File: src/hrt_pkg.sv
`default_nettype none

package hrt_pkg;

  localparam logic [7:0] CH_CR    = 8'd13;
  localparam logic [7:0] CH_LF    = 8'd10;
  localparam logic [7:0] CH_SP    = 8'd32;
  localparam logic [7:0] CH_TAB   = 8'd9;
  localparam logic [7:0] CH_COLON = 8'd58;

  localparam logic [1:0] PH_REQ    = 2'd0;
  localparam logic [1:0] PH_HDR    = 2'd1;
  localparam logic [1:0] PH_BODY   = 2'd2;
  localparam logic [1:0] PH_IGNORE = 2'd3;

  localparam logic [1:0] HP_NAME  = 2'd0;
  localparam logic [1:0] HP_SEP   = 2'd1;
  localparam logic [1:0] HP_VALUE = 2'd2;

  localparam logic [3:0] CLS_METHOD    = 4'd0;
  localparam logic [3:0] CLS_SPACE     = 4'd1;
  localparam logic [3:0] CLS_PATH      = 4'd2;
  localparam logic [3:0] CLS_VERSION   = 4'd3;
  localparam logic [3:0] CLS_HDR_NAME  = 4'd4;
  localparam logic [3:0] CLS_HDR_SEP   = 4'd5;
  localparam logic [3:0] CLS_HDR_VALUE = 4'd6;
  localparam logic [3:0] CLS_TERM      = 4'd7;
  localparam logic [3:0] CLS_BODY      = 4'd8;
  localparam logic [3:0] CLS_IGNORED   = 4'd9;

  localparam logic [3:0] METHOD_UNKNOWN = 4'd8;

  localparam logic [1:0] ST_OK        = 2'd0;
  localparam logic [1:0] ST_NO_LINE   = 2'd1;
  localparam logic [1:0] ST_NO_SP_MTH = 2'd2;
  localparam logic [1:0] ST_NO_SP_PTH = 2'd3;

  localparam int NUM_METHODS = 8;
  localparam int METHOD_MAX  = 7;

  // method names, first character in the low byte
  localparam logic [55:0] METHOD_TEXT [NUM_METHODS] = '{
    56'h00000000544547,  // GET
    56'h00000054534F50,  // POST
    56'h00000000545550,  // PUT
    56'h00000044414548,  // HEAD
    56'h00004543415254,  // TRACE
    56'h004554454C4544,  // DELETE
    56'h534E4F4954504F,  // OPTIONS
    56'h5443454E4E4F43   // CONNECT
  };
  localparam logic [3:0] METHOD_LEN [NUM_METHODS] = '{
    4'd3, 4'd4, 4'd3, 4'd4, 4'd5, 4'd6, 4'd7, 4'd7
  };
  localparam logic [3:0] METHOD_CODE [NUM_METHODS] = '{
    4'd1, 4'd3, 4'd4, 4'd2, 4'd6, 4'd5, 4'd0, 4'd7
  };

  typedef struct packed {
    logic [1:0]  phase;
    logic [1:0]  space_count;
    logic [55:0] method_bytes;
    logic [3:0]  method_length;
    logic        cr_pending;
    logic [1:0]  header_part;
    logic        colon_seen;
    logic        line_nonempty;
    logic        any_line_seen;
    logic [3:0]  method_result;
    logic [1:0]  status_reg;
  } hrt_state_t;

  localparam hrt_state_t HRT_STATE_RST = '{
    phase: PH_REQ, space_count: 2'd0, method_bytes: 56'd0, method_length: 4'd0,
    cr_pending: 1'b0, header_part: HP_NAME, colon_seen: 1'b0,
    line_nonempty: 1'b0, any_line_seen: 1'b0, method_result: METHOD_UNKNOWN,
    status_reg: ST_OK
  };

  typedef struct packed {
    logic [7:0] out_byte;
    logic [3:0] byte_class;
    logic       line_done;
    logic       header_has_colon;
    logic       headers_done;
    logic [3:0] method_code;
    logic [1:0] parse_status;
    logic       request_end;
    logic       last;
  } hrt_result_t;

  typedef struct packed {
    hrt_state_t st;
    logic [3:0] cls;
  } hrt_cls_ret_t;

  typedef struct packed {
    hrt_state_t st;
    logic       ld;
    logic       hc;
    logic       hd;
  } hrt_close_ret_t;

  typedef struct packed {
    hrt_state_t  st_nxt;
    logic        push0;
    logic        push1;
    hrt_result_t res0;
    hrt_result_t res1;
  } hrt_step_t;

  function automatic logic [3:0] match_method(input logic [55:0] text, input logic [3:0] len);
    logic [3:0] code;
    code = METHOD_UNKNOWN;
    if (len <= 4'(METHOD_MAX)) begin
      for (int i = NUM_METHODS - 1; i >= 0; i--) begin
        if (len == METHOD_LEN[i] && text == METHOD_TEXT[i]) code = METHOD_CODE[i];
      end
    end
    return code;
  endfunction

  function automatic hrt_cls_ret_t classify(input hrt_state_t s, input logic [7:0] b);
    hrt_cls_ret_t r;
    r.st  = s;
    r.cls = CLS_IGNORED;
    if (s.phase == PH_BODY) begin
      r.cls = CLS_BODY;
    end else if (s.phase == PH_IGNORE) begin
      r.cls = CLS_IGNORED;
    end else begin
      r.st.line_nonempty = 1'b1;
      if (s.phase == PH_REQ) begin
        if (s.space_count == 2'd0) begin
          if (b == CH_SP) begin
            r.st.space_count = 2'd1;
            r.cls = CLS_SPACE;
          end else begin
            if (s.method_length < 4'(METHOD_MAX))
              r.st.method_bytes[{s.method_length[2:0], 3'b000} +: 8] = b;
            if (s.method_length < 4'd8) r.st.method_length = 4'(s.method_length + 4'd1);
            r.cls = CLS_METHOD;
          end
        end else if (s.space_count == 2'd1) begin
          if (b == CH_SP) begin
            r.st.space_count = 2'd2;
            r.cls = CLS_SPACE;
          end else begin
            r.cls = CLS_PATH;
          end
        end else begin
          r.cls = CLS_VERSION;
        end
      end else begin
        case (s.header_part)
          HP_NAME: begin
            if (b == CH_COLON) begin
              r.st.header_part = HP_SEP;
              r.st.colon_seen  = 1'b1;
              r.cls = CLS_HDR_SEP;
            end else begin
              r.cls = CLS_HDR_NAME;
            end
          end
          HP_SEP: begin
            if (b == CH_SP || b == CH_TAB) begin
              r.cls = CLS_HDR_SEP;
            end else begin
              r.st.header_part = HP_VALUE;
              r.cls = CLS_HDR_VALUE;
            end
          end
          default: begin
            r.cls = CLS_HDR_VALUE;
          end
        endcase
      end
    end
    return r;
  endfunction

  function automatic hrt_close_ret_t close_line(input hrt_state_t s);
    hrt_close_ret_t r;
    r.st = s;
    r.ld = 1'b0;
    r.hc = 1'b0;
    r.hd = 1'b0;
    if (s.phase == PH_REQ) begin
      if (s.line_nonempty) begin
        r.ld = 1'b1;
        r.st.any_line_seen = 1'b1;
        if (s.space_count == 2'd0) begin
          r.st.status_reg    = ST_NO_SP_MTH;
          r.st.method_result = METHOD_UNKNOWN;
        end else if (s.space_count == 2'd1) begin
          r.st.status_reg    = ST_NO_SP_PTH;
          r.st.method_result = METHOD_UNKNOWN;
        end else begin
          r.st.status_reg    = ST_OK;
          r.st.method_result = match_method(s.method_bytes, s.method_length);
        end
        r.st.phase       = PH_HDR;
        r.st.header_part = HP_NAME;
        r.st.colon_seen  = 1'b0;
      end else begin
        r.st.status_reg = ST_NO_LINE;
        r.st.phase      = PH_IGNORE;
      end
    end else begin
      if (s.line_nonempty) begin
        r.ld = 1'b1;
        r.hc = s.colon_seen;
      end else begin
        r.hd = 1'b1;
        r.st.phase = PH_BODY;
      end
      r.st.header_part = HP_NAME;
      r.st.colon_seen  = 1'b0;
    end
    r.st.line_nonempty = 1'b0;
    return r;
  endfunction

  function automatic hrt_result_t make_res(input logic [7:0] b, input logic [3:0] cls,
                                           input logic ld, input logic hc, input logic hd,
                                           input hrt_state_t s);
    hrt_result_t r;
    r.out_byte         = b;
    r.byte_class       = cls;
    r.line_done        = ld;
    r.header_has_colon = hc;
    r.headers_done     = hd;
    r.method_code      = s.method_result;
    r.parse_status     = s.status_reg;
    r.request_end      = 1'b0;
    r.last             = 1'b0;
    return r;
  endfunction

endpackage

`default_nettype wire

File: src/hrt_step.sv
`default_nettype none

module hrt_step (
  input  hrt_pkg::hrt_state_t st,
  input  logic [7:0]          in_byte,
  input  logic                eoc,
  output hrt_pkg::hrt_step_t  step
);
  import hrt_pkg::*;

  hrt_state_t     s;
  hrt_cls_ret_t   c0;
  hrt_cls_ret_t   c1;
  hrt_close_ret_t cl;
  logic [1:0]     fin;

  always_comb begin
    s  = st;
    c0 = classify(st, in_byte);
    c1 = c0;
    cl = close_line(st);
    step.push0 = 1'b0;
    step.push1 = 1'b0;
    step.res0  = make_res(in_byte, c0.cls, 1'b0, 1'b0, 1'b0, st);
    step.res1  = step.res0;

    if (st.phase >= PH_BODY) begin
      s = c0.st;
      step.push0 = 1'b1;
    end else if (st.cr_pending) begin
      s.cr_pending = 1'b0;
      if (in_byte == CH_LF) begin
        cl = close_line(s);
        step.res0  = make_res(CH_CR, CLS_TERM, 1'b0, 1'b0, 1'b0, s);
        s          = cl.st;
        step.res1  = make_res(CH_LF, CLS_TERM, cl.ld, cl.hc, cl.hd, s);
        step.push0 = 1'b1;
        step.push1 = 1'b1;
      end else begin
        c0 = classify(s, CH_CR);
        step.res0  = make_res(CH_CR, c0.cls, 1'b0, 1'b0, 1'b0, s);
        step.push0 = 1'b1;
        s          = c0.st;
        if (in_byte == CH_CR && !eoc) begin
          s.cr_pending = 1'b1;
        end else begin
          c1 = classify(s, in_byte);
          s  = c1.st;
          step.res1  = make_res(in_byte, c1.cls, 1'b0, 1'b0, 1'b0, s);
          step.push1 = 1'b1;
        end
      end
    end else if (in_byte == CH_CR && !eoc) begin
      s.cr_pending = 1'b1;
    end else begin
      s = c0.st;
      step.push0 = 1'b1;
    end

    fin = s.any_line_seen ? s.status_reg : ST_NO_LINE;
    if (eoc) begin
      step.res0.method_code  = s.method_result;
      step.res0.parse_status = fin;
      step.res0.request_end  = 1'b1;
      step.res1.method_code  = s.method_result;
      step.res1.parse_status = fin;
      step.res1.request_end  = 1'b1;
    end
    step.res0.last = !step.push1;
    step.res1.last = 1'b1;
    step.st_nxt = eoc ? HRT_STATE_RST : s;
  end

endmodule

`default_nettype wire

File: src/hrt_rq.sv
`default_nettype none

module hrt_rq (
  input  logic                 clk,
  input  logic                 rst_n,
  input  logic                 push0,
  input  logic                 push1,
  input  hrt_pkg::hrt_result_t din0,
  input  hrt_pkg::hrt_result_t din1,
  output logic                 room,
  output logic                 dout_valid,
  input  logic                 pop,
  output hrt_pkg::hrt_result_t dout
);
  import hrt_pkg::*;

  localparam int DEPTH = 4;

  hrt_result_t mem_r [DEPTH];
  logic [1:0]  wr_ptr_r, wr_ptr_nxt;
  logic [1:0]  rd_ptr_r, rd_ptr_nxt;
  logic [2:0]  count_r, count_nxt;
  logic        do_pop;
  logic [1:0]  n_push;

  assign do_pop     = pop && (count_r != 3'd0);
  assign n_push     = {1'b0, push0} + {1'b0, push1};
  assign wr_ptr_nxt = 2'(wr_ptr_r + n_push);
  assign rd_ptr_nxt = 2'(rd_ptr_r + {1'b0, do_pop});
  assign count_nxt  = 3'(count_r + {1'b0, n_push} - {2'b00, do_pop});
  assign room       = (count_r <= 3'd2);
  assign dout_valid = (count_r != 3'd0);
  assign dout       = mem_r[rd_ptr_r];

  always_ff @(posedge clk) begin
    if (push0) mem_r[wr_ptr_r] <= din0;
    if (push1) mem_r[2'(wr_ptr_r + 2'd1)] <= din1;
  end

  always_ff @(posedge clk) begin
    if (!rst_n) begin
      wr_ptr_r <= 2'd0;
      rd_ptr_r <= 2'd0;
      count_r  <= 3'd0;
    end else begin
      wr_ptr_r <= wr_ptr_nxt;
      rd_ptr_r <= rd_ptr_nxt;
      count_r  <= count_nxt;
    end
  end

`ifndef NO_ASSERTIONS
  a_count_max: assert property (@(posedge clk) disable iff (!rst_n)
    count_r <= 3'(DEPTH)) else $error("result queue overflow");
  a_push_room: assert property (@(posedge clk) disable iff (!rst_n)
    push0 |-> room) else $error("push without room");
  a_ptr_gap: assert property (@(posedge clk) disable iff (!rst_n)
    (count_r != 3'(DEPTH)) |-> (2'(wr_ptr_r - rd_ptr_r) == count_r[1:0]))
    else $error("pointer gap does not match count");
`endif

endmodule

`default_nettype wire

File: src/http_request_header_tokenizer.sv
`default_nettype none

// Tags each byte of an HTTP request with its role (method, space, path, version, header
// name, header separator, header value, terminator, body, ignored) and flags line ends,
// missing colons, the end of headers, the method code and the request line status. A byte
// is taken in every cycle while the four-entry result queue holds at most two results; the
// step logic between the parser state register and the queue finishes each byte in that
// cycle. A byte yields zero, one or two results (a held CR is released with the byte after
// it), and the output side drains one result per cycle while out_tready is high. Results
// are delivered from the registered result queue, never combinationally from the byte.
module http_request_header_tokenizer (
  input  logic        clk,
  input  logic        rst_n,
  input  logic        in_tvalid,
  output logic        in_tready,
  input  logic [7:0]  in_tdata,   // in_byte
  input  logic        in_tlast,   // end_of_content
  output logic        out_tvalid,
  input  logic        out_tready,
  output logic [23:0] out_tdata,  // out_byte, line_done, header_has_colon, headers_done,
                                  // method_code, parse_status, request_end, zero pad
  output logic [3:0]  out_tuser,  // byte_class
  output logic        out_tlast   // last
);
  import hrt_pkg::*;

  hrt_state_t  state_r, state_nxt;
  hrt_step_t   step;
  hrt_result_t head;
  logic        accept;
  logic        room;

  assign accept    = in_tvalid && in_tready;
  assign in_tready = room;

  hrt_step u_step (
    .st      (state_r),
    .in_byte (in_tdata),
    .eoc     (in_tlast),
    .step    (step)
  );

  assign state_nxt = accept ? step.st_nxt : state_r;

  always_ff @(posedge clk) begin
    if (!rst_n) begin
      state_r <= HRT_STATE_RST;
    end else begin
      state_r <= state_nxt;
    end
  end

  hrt_rq u_rq (
    .clk        (clk),
    .rst_n      (rst_n),
    .push0      (accept && step.push0),
    .push1      (accept && step.push1),
    .din0       (step.res0),
    .din1       (step.res1),
    .room       (room),
    .dout_valid (out_tvalid),
    .pop        (out_tready),
    .dout       (head)
  );

  assign out_tdata = {6'd0, head.request_end, head.parse_status, head.method_code,
                      head.headers_done, head.header_has_colon, head.line_done,
                      head.out_byte};
  assign out_tuser = head.byte_class;
  assign out_tlast = head.last;

`ifndef NO_ASSERTIONS
  a_eoc_reset: assert property (@(posedge clk) disable iff (!rst_n)
    (accept && in_tlast) |=> (state_r == HRT_STATE_RST))
    else $error("state not cleared after end of request");
  a_cr_phase: assert property (@(posedge clk) disable iff (!rst_n)
    state_r.cr_pending |-> (state_r.phase < PH_BODY))
    else $error("carriage return held outside line parsing");
  a_ignore_status: assert property (@(posedge clk) disable iff (!rst_n)
    (state_r.phase == PH_IGNORE) |-> (state_r.status_reg == ST_NO_LINE))
    else $error("ignore phase without line error");
  a_two_imply_one: assert property (@(posedge clk) disable iff (!rst_n)
    (accept && step.push1) |-> step.push0)
    else $error("second result without first");
`endif

endmodule

`default_nettype wire
File: config.mk
export PLATFORM = sky130hd
export DESIGN_NAME = http_request_header_tokenizer
export DESIGN_NICKNAME = d
export VERILOG_FILES = /design/src/hrt_pkg.sv /design/src/hrt_step.sv /design/src/hrt_rq.sv /design/src/http_request_header_tokenizer.sv
export SDC_FILE = /design/constraint.sdc
export NUM_CORES = 1
export LEC_CHECK = 0
export BUFFER_PORTS_ARGS = -buffer_cell sky130_fd_sc_hd__buf_2
export CORE_UTILIZATION = 45
export DETAILED_ROUTE_END_ITERATION = 12
export PLACE_DENSITY = 0.66
export SLEW_MARGIN = 10
export SYNTH_ARGS = -nofsm -noshare
export SYNTH_HDL_FRONTEND = slang
export SYNTH_SLANG_ARGS = --single-unit
File: constraint.sdc
create_clock -name clk -period 6.38 [get_ports clk]
set_input_delay 0 -clock clk [delete_from_list [all_inputs] [get_ports clk]]
set_output_delay 0 -clock clk [all_outputs]
set_load 0.02 [all_outputs]
# --- Yosys cells after proc, flatten, opt, wreduce, memory -nomap -nowiden ---
# Memories as Yosys holds them, arrays and structs flattened. A register that Yosys moved wholly into a read port is not among the register bits.
# Cells that the tools add are included.
totals:
  ff_bits: 83
  mem_bits_rw: 92
  input_bits: 13
  out_inout_bits: 31
  mem_count: 1
classes:
  add_sub_neg: 10
  magnitude_cmp: 7
  n_eq_ne: 38
  n_shift: 5
  muxes: 120
  n_reduce_logical: 30
memory_table:
  columns: ["memory", "depth", "width", "read_ports", "rd_clocked_by_memory_dff", "write_ports", "line", "rtl"]
  rows:
  - ["u_rq.mem_r", 4, 23, 1, 1, 2, "hrt_rq.sv:19", "hrt_result_t mem_r [DEPTH];"]
op_table:
  columns: ["operator", "count"]
  rows:
  - ["two-way mux 60 bit", 11]
  - ["two-way mux 62 bit", 8]
  - ["two-way mux 76 bit", 4]
  - ["bitwise mux 56 bit", 3]
  - ["two-way mux 56 bit", 3]
  - ["two-way mux 47 bit", 3]
  - ["== test 56 x 23 -> 1 bit (second input constant)", 2]
  - ["== test 56 x 31 -> 1 bit (second input constant)", 2]
  - ["== test 56 x 55 -> 1 bit (second input constant)", 2]
  - ["variable shift 8 x 8 -> 56 bit (first input constant)", 2]
  - ["indexed part select 8 x 8 -> 56 bit", 2]
  - ["two-way mux 4 bit", 26]
  - ["== test 56 x 39 -> 1 bit (second input constant)", 1]
  - ["== test 56 x 47 -> 1 bit (second input constant)", 1]
  - ["indexed part select 8 x 8 -> 56 bit (first input constant)", 1]
  - ["two-way mux 2 bit", 25]
  - ["== test 8 x 4 -> 1 bit (second input constant)", 3]
  - ["two-way mux 11 bit", 2]
  - ["two-way mux 7 bit", 3]
  - ["two-way mux 1 bit", 18]
  - ["two-way mux 3 bit", 6]
  - ["== test 4 x 3 -> 1 bit (second input constant)", 4]
  - ["== test 8 x 6 -> 1 bit (second input constant)", 2]
  - ["negation 6 -> 8 bit", 2]
  - ["39 further kinds", 74]

# --- Logic depth before layout (Yosys ltp) ---
logic_depth:
  word_depth: 26
  mapped_depth: 16
  mapped_depth_nobuf: 13

# --- Cells and area by module ---
# Synthesis repeated with hierarchy kept, for this count alone.
hier_totals:
  cells_unflattened: 1489
  area_unflattened_um2: 12958.7
by_module_without_submodules:
  columns: ["module", "instances", "cells_each", "area_each_um2", "seq_area_each_um2"]
  rows:
  - ["hrt_step", 1, 866, 5038.6, 0.0]
  - ["hrt_rq", 1, 266, 4878.4, 2902.8]
  - ["http_request_header_tokenizer", 1, 357, 3041.7, 1521.5]

# --- Worst setup path before layout ---
# No wires, ideal clock.
synth_path:
  path_kind: "reg2reg"
  startpoint: "register state_r[12] (netlist bit)"
  endpoint: "register state_r[16] (netlist bit)"
  setup_ps: 117
  arrival_time_ps: 3513
  required_time_ps: 6263
  setup_slack_ps: 2750
  stages_incl_launch_ff: 16
  path_buffers: 3
  period_less_slack_ps: 3630
  path_cell_list: "dfxtp_1 -> clkbuf_1 -> inv_1 -> ha_1 -> buf_1 -> nand3_1 -> o21ai_0 -> inv_1 -> ha_1 -> ha_1 -> and4b_4 -> and4b_1 -> buf_6 -> a21oi_2 -> or3_1 -> a32o_1"
synth_via:
  elab_chain_len: 23
  word_cells_on_any_way: 41
  cone_classes: "add/sub (3); order compare (3); shift (5); mux (30)"
synth_lines:
  columns: ["element", "line", "rtl"]
  rows:
  - ["from (decl)", "http_request_header_tokenizer.sv:27", "hrt_state_t state_r, state_nxt;"]
  - ["from (signal assigned)", "http_request_header_tokenizer.sv:49", "state_r <= state_nxt;"]
  - ["adder 4 x 1 -> 4 bit, or another cell as far along", "hrt_pkg.sv:141", "if (s.method_length < 4'd8) r.st.method_length = 4'(s.method_length + 4'd1);"]
  - ["two-way mux 4 bit, or another cell as far along", "hrt_pkg.sv:141", null]
  - ["two-way mux 60 bit / bitwise mux 56 bit (equally long branches)", "hrt_pkg.sv:134, hrt_pkg.sv:140", null]
  - ["two-way mux 60 bit / two-way mux 56 bit (equally long branches)", "hrt_pkg.sv:133, hrt_pkg.sv:139", null]
  - ["two-way mux 60 bit (on tied branches)", "hrt_pkg.sv:129, hrt_pkg.sv:134", null]
  - ["two-way mux 60 bit (on tied branches)", "hrt_pkg.sv:127, hrt_pkg.sv:133", null]
  - ["two-way mux 60 bit (on tied branches)", "hrt_step.sv:32, hrt_pkg.sv:129", null]
  - ["two-way mux 60 bit (on tied branches)", "hrt_step.sv:30, hrt_pkg.sv:127", null]
  - ["[7 not listed]", null, null]
  - ["two-way mux 62 bit", "hrt_pkg.sv:133", "if (s.phase == PH_REQ) begin"]
  - ["two-way mux 62 bit", "hrt_pkg.sv:129", "end else if (s.phase == PH_IGNORE) begin"]
  - ["two-way mux 62 bit", "hrt_pkg.sv:127", "if (s.phase == PH_BODY) begin"]
  - ["two-way mux 62 bit", "hrt_step.sv:44", "if (in_byte == CH_CR && !eoc) begin"]
  - ["two-way mux 76 bit", "hrt_step.sv:32", "if (in_byte == CH_LF) begin"]
  - ["two-way mux 76 bit", "hrt_step.sv:30", "end else if (st.cr_pending) begin"]
  - ["two-way mux 76 bit *", "hrt_step.sv:27", "if (st.phase >= PH_BODY) begin"]
  - ["two-way mux 76 bit *", "hrt_step.sv:71", "step.st_nxt = eoc ? HRT_STATE_RST : s;"]
# Mark *: on every way between the ends. The rest lies on a longest branch, timed or not. The select of a mux whose other input is x is not followed.
# A chain may end at the register's enable or synchronous reset.

# --- Worst setup path after layout ---
layout_path:
  startpoint: "register state_r[74] (netlist bit)"
  endpoint: "register state_r[47] (netlist bit)"
layout_via:
  elab_chain_len: 21
  word_cells_on_any_way: 33
  cone_classes: "add/sub (1); order compare (2); eq/ne (4); shift (2); mux (22); reduce/logical (2)"
layout_lines:
  columns: ["element", "line", "rtl"]
  rows:
  - ["logical NOT 2 bit", "hrt_pkg.sv:133", null]
  - ["two-way mux 60 bit", "hrt_pkg.sv:133", null]
  - ["two-way mux 60 bit", "hrt_pkg.sv:129", null]
  - ["two-way mux 60 bit", "hrt_pkg.sv:127", null]
  - ["two-way mux 60 bit", "hrt_step.sv:32", null]
  - ["two-way mux 60 bit", "hrt_step.sv:30", null]
  - ["two-way mux 60 bit", "hrt_step.sv:27", null]
  - ["negation 6 -> 8 bit", "hrt_pkg.sv:140", "r.st.method_bytes[{s.method_length[2:0], 3'b000} +: 8] = b;"]
  - ["[5 not listed]", null, null]
  - ["two-way mux 62 bit", "hrt_pkg.sv:133", null]
  - ["two-way mux 62 bit", "hrt_pkg.sv:129", null]
  - ["two-way mux 62 bit", "hrt_pkg.sv:127", null]
  - ["two-way mux 62 bit", "hrt_step.sv:44", null]
  - ["two-way mux 76 bit", "hrt_step.sv:32", null]
  - ["two-way mux 76 bit", "hrt_step.sv:30", null]
  - ["two-way mux 76 bit", "hrt_step.sv:27", null]
  - ["two-way mux 76 bit", "hrt_step.sv:71", null]
# Several ways; a longest one is shown, not always the timed one. The select of a mux whose other input is x is not followed.

==> flow_metrics.tcl <==
set metrics [dict create \
    hold_ws_ps 33.82 \
    grt_pass1_vias 9160 \
    cp_cell_sequence "or2_2 > nor2_1 > o21ai_0 > inv_1 > ha_1 > ha_1 > nand2_1 > a311oi_1 > and2_1 > and2_1 > a31oi_1 > a221oi_1" \
    skew_ps 15.58 \
    async_reset_ff_share_pct 0 \
    via_per_inst 6.453 \
    cts_sinks 175 \
    clockRootBuffer "clkbuf_16" \
    start_util_pct 46.53 \
    max_stage_delay_ps 760 \
    synth.distinct_cells 89 \
    yosysTopAreaCell "edfxtp_1" \
    setup_viol 0 \
    die_w_um 155.9 \
    die_h_um 155.9 \
    max_freq_ghz 0.2366 \
    rsz0062_at_grt "no" \
    synth_common_cells "nor2_1 (136), nand2_1 (113), edfxtp_1 (88), dfxtp_1 (87), a21oi_1 (81)" \
    drt-total-wl_um 34380 \
    met3_wirelength_um 3164 \
    yosysMostFrequentCell "nor2_1" \
    worst_ep_required_time_ps 6710 \
    worst_pin_slew_ps 1120 \
    antenna_left 0 \
    power_density_nw_per_um2 288.2 \
    htreeDepth 4 \
    drive_above_1_share_pct 10.99 \
    wire_per_inst_um 22.83 \
    fillers 2150 \
    final_nets 1211 \
    wl_met1_um 14210 \
    finalCriticalPeriod_ps 4227 \
    critPathSlowestCell "dfxtp_1" \
    netlist.area_leader.share_pct 24.78 \
    maxCapViolCount 0 \
    ir_worst_vdd_mv 0.1795 \
    clk_path_buf_depth 2 \
    synthTopCellsByArea "edfxtp_1 (25%), dfxtp_1 (16%), mux4_2 (4.9%)" \
    startpoint_type "flop" \
    ys_seq_area_share_pct 41.12 \
    drcViolationCount 0 \
    yosys_warnings 0 \
    clk_pin_slew_ps 80 \
    synth-seq-cells 175 \
    dr.first_iter.drc_count 936 \
    arrival_ps 4560 \
    pin_count 44 \
    syn_area_um2 10660 \
    place_congestion 0.9878 \
    finalSetupTns_ps 0 \
    grtUsageTotal_pct 28.89 \
    multi_input_area_um2 5821 \
    status "finished, final reports clean" \
    area_growth_pct 8.965 \
    port_buffers 37 \
    hpwl_um 23600 \
    critical_path.endpoint_type "flop" \
    overflow 0 \
    cts_made_buffers 17 \
    period_share_pct 66.25 \
    antenna_found_initial 1 \
    relSlewSlack_pct 24.74 \
    synth_edf_count 88 \
    grt_pass1_wl_um 53390 \
    grt_max_degree 54 \
    firstDrtPassIters 5 \
    cts_resized 0 \
    synthFlopType "edfxtp_1" \
    syn-instance-count 1189 \
    critPathMaxFanout 22 \
    highest_layer "met4" \
    criticalPathCategory "reg2reg" \
    fp.dieArea_um2 24310 \
    placement_rows 55 \
    tritoncts "built" \
    drv_slew 0 \
    insertion_delay_ps 450 \
    power_leakage_uw 0.003893 \
    core_area_um2 22920 \
    hold_violations 0 \
    hold_class "in2reg" \
    dr_wl_met2_um 15700 \
    syn_avg_cell_area_um2 8.968 \
    num_vias 9718 \
    final-seq-area_um2 4384 \
]
==> logic make-up after synthesis <==
| group | share of synthesized area (%) |
|---|---|
| AOI/OAI and AO/OA | 20.95 |
| buffers and inverters | 4.541 |
| muxes | 6.114 |
| xor gates and xnor gates | 0.7393 |
| and+or+nand+nor | 24.21 |
| DFF | 41.12 |
| other | 0.03517 |
| adders and majority gates | 2.300 |
==> metrics by stage <==
step	power [uW]	cells	instance area (um^2)	util [%]	setup slack, ps
after floorplan	2017	1194	10680	-	2750
after global placement	2282	1472	11010	48.03	2379
after detailed placement	2291	1472	11010	48.03	2320
after CTS	3355	1505	11620	50.69	2295
after global routing	3493	1506	11620	50.70	1784
final	3349	1506	11620	50.70	2153
==> per-layer routing <==
layer | GRT usage [%] | vias to the layer above
li1 | - | 4477
met1 | 37.49 | 4592
met2 | 46.49 | 550
met3 | 5.917 | 99
met4 | 12.70 | 0
met5 | 0 | -
==> state kept, by name, summed over array words and instances, names as in the netlist <==
signal         flops
u_rq.mem_r        92
u_rq.wr_ptr_r      2
state_r           76
u_rq.rd_ptr_r      2
u_rq.count_r       3
==> final timing paths <==
path / slack (ps) / cells after the start / startpoint / endpoint
worst max-delay path: 2150 / 12 / state_r[74] / state_r[47]
worst min register to register: 480 / 2 / u_rq.mem_r[1][0] / u_rq.mem_r[1][0]
worst max register to register: 2150 / 12 / state_r[74] / state_r[47]
worst min-delay path: 30 / 4 / out_tready / u_rq.rd_ptr_r[0]
==> cell usage in the layout, fill, tap and decap left out, drive strengths merged, types with 15 or more instances in the layout <==
master	count
nor2	139
nand2	113
edfxtp	88
dfxtp	87
a21oi	82
o21ai	66
buf	53
nand3	46
nor3	38
inv	35
nor2b	34
a22o	28
nand4	25
mux4	23
o211ai	19
ha	18
clkbuf	18
and3	16
a31oi	15
==> layout make-up <==
cell class | count | area share, %
Timing Repair Buffer | 54 | 2.714
Inverter | 28 | 0.9046
Sequential cell | 175 | 37.73
Clock buffer | 18 | 3.780
Multi-Input combinational cell | 903 | 50.10
Antenna cell | 1 | 0.02154
Clock inverter | 14 | 1.378
Tap cell | 313 | 3.371
==> critical path, delay by kind of cell, from the launching register on <==
family                     cells  cell delay [ps]
buffers and inverters          1              140
adders and majority gates      2              670
and+or+nand+nor                5             1300
DFF                            1              760
AOI/OAI and AO/OA              4             1250
==> repair_timing <==
item,CTS,global route
hold buffers,1,0
setup buffers,0,0
hold endpoints to repair,3,0
==> report_power, final <==
group	total, uW	switching [uW]	internal (uW)	leakage [uW]
combinational	942	608	334	0.00208
sequential	1330	44.6	1290	0.00152
clock	1080	535	541	0.000295
Note: power is estimated with default switching activity, not from simulation.
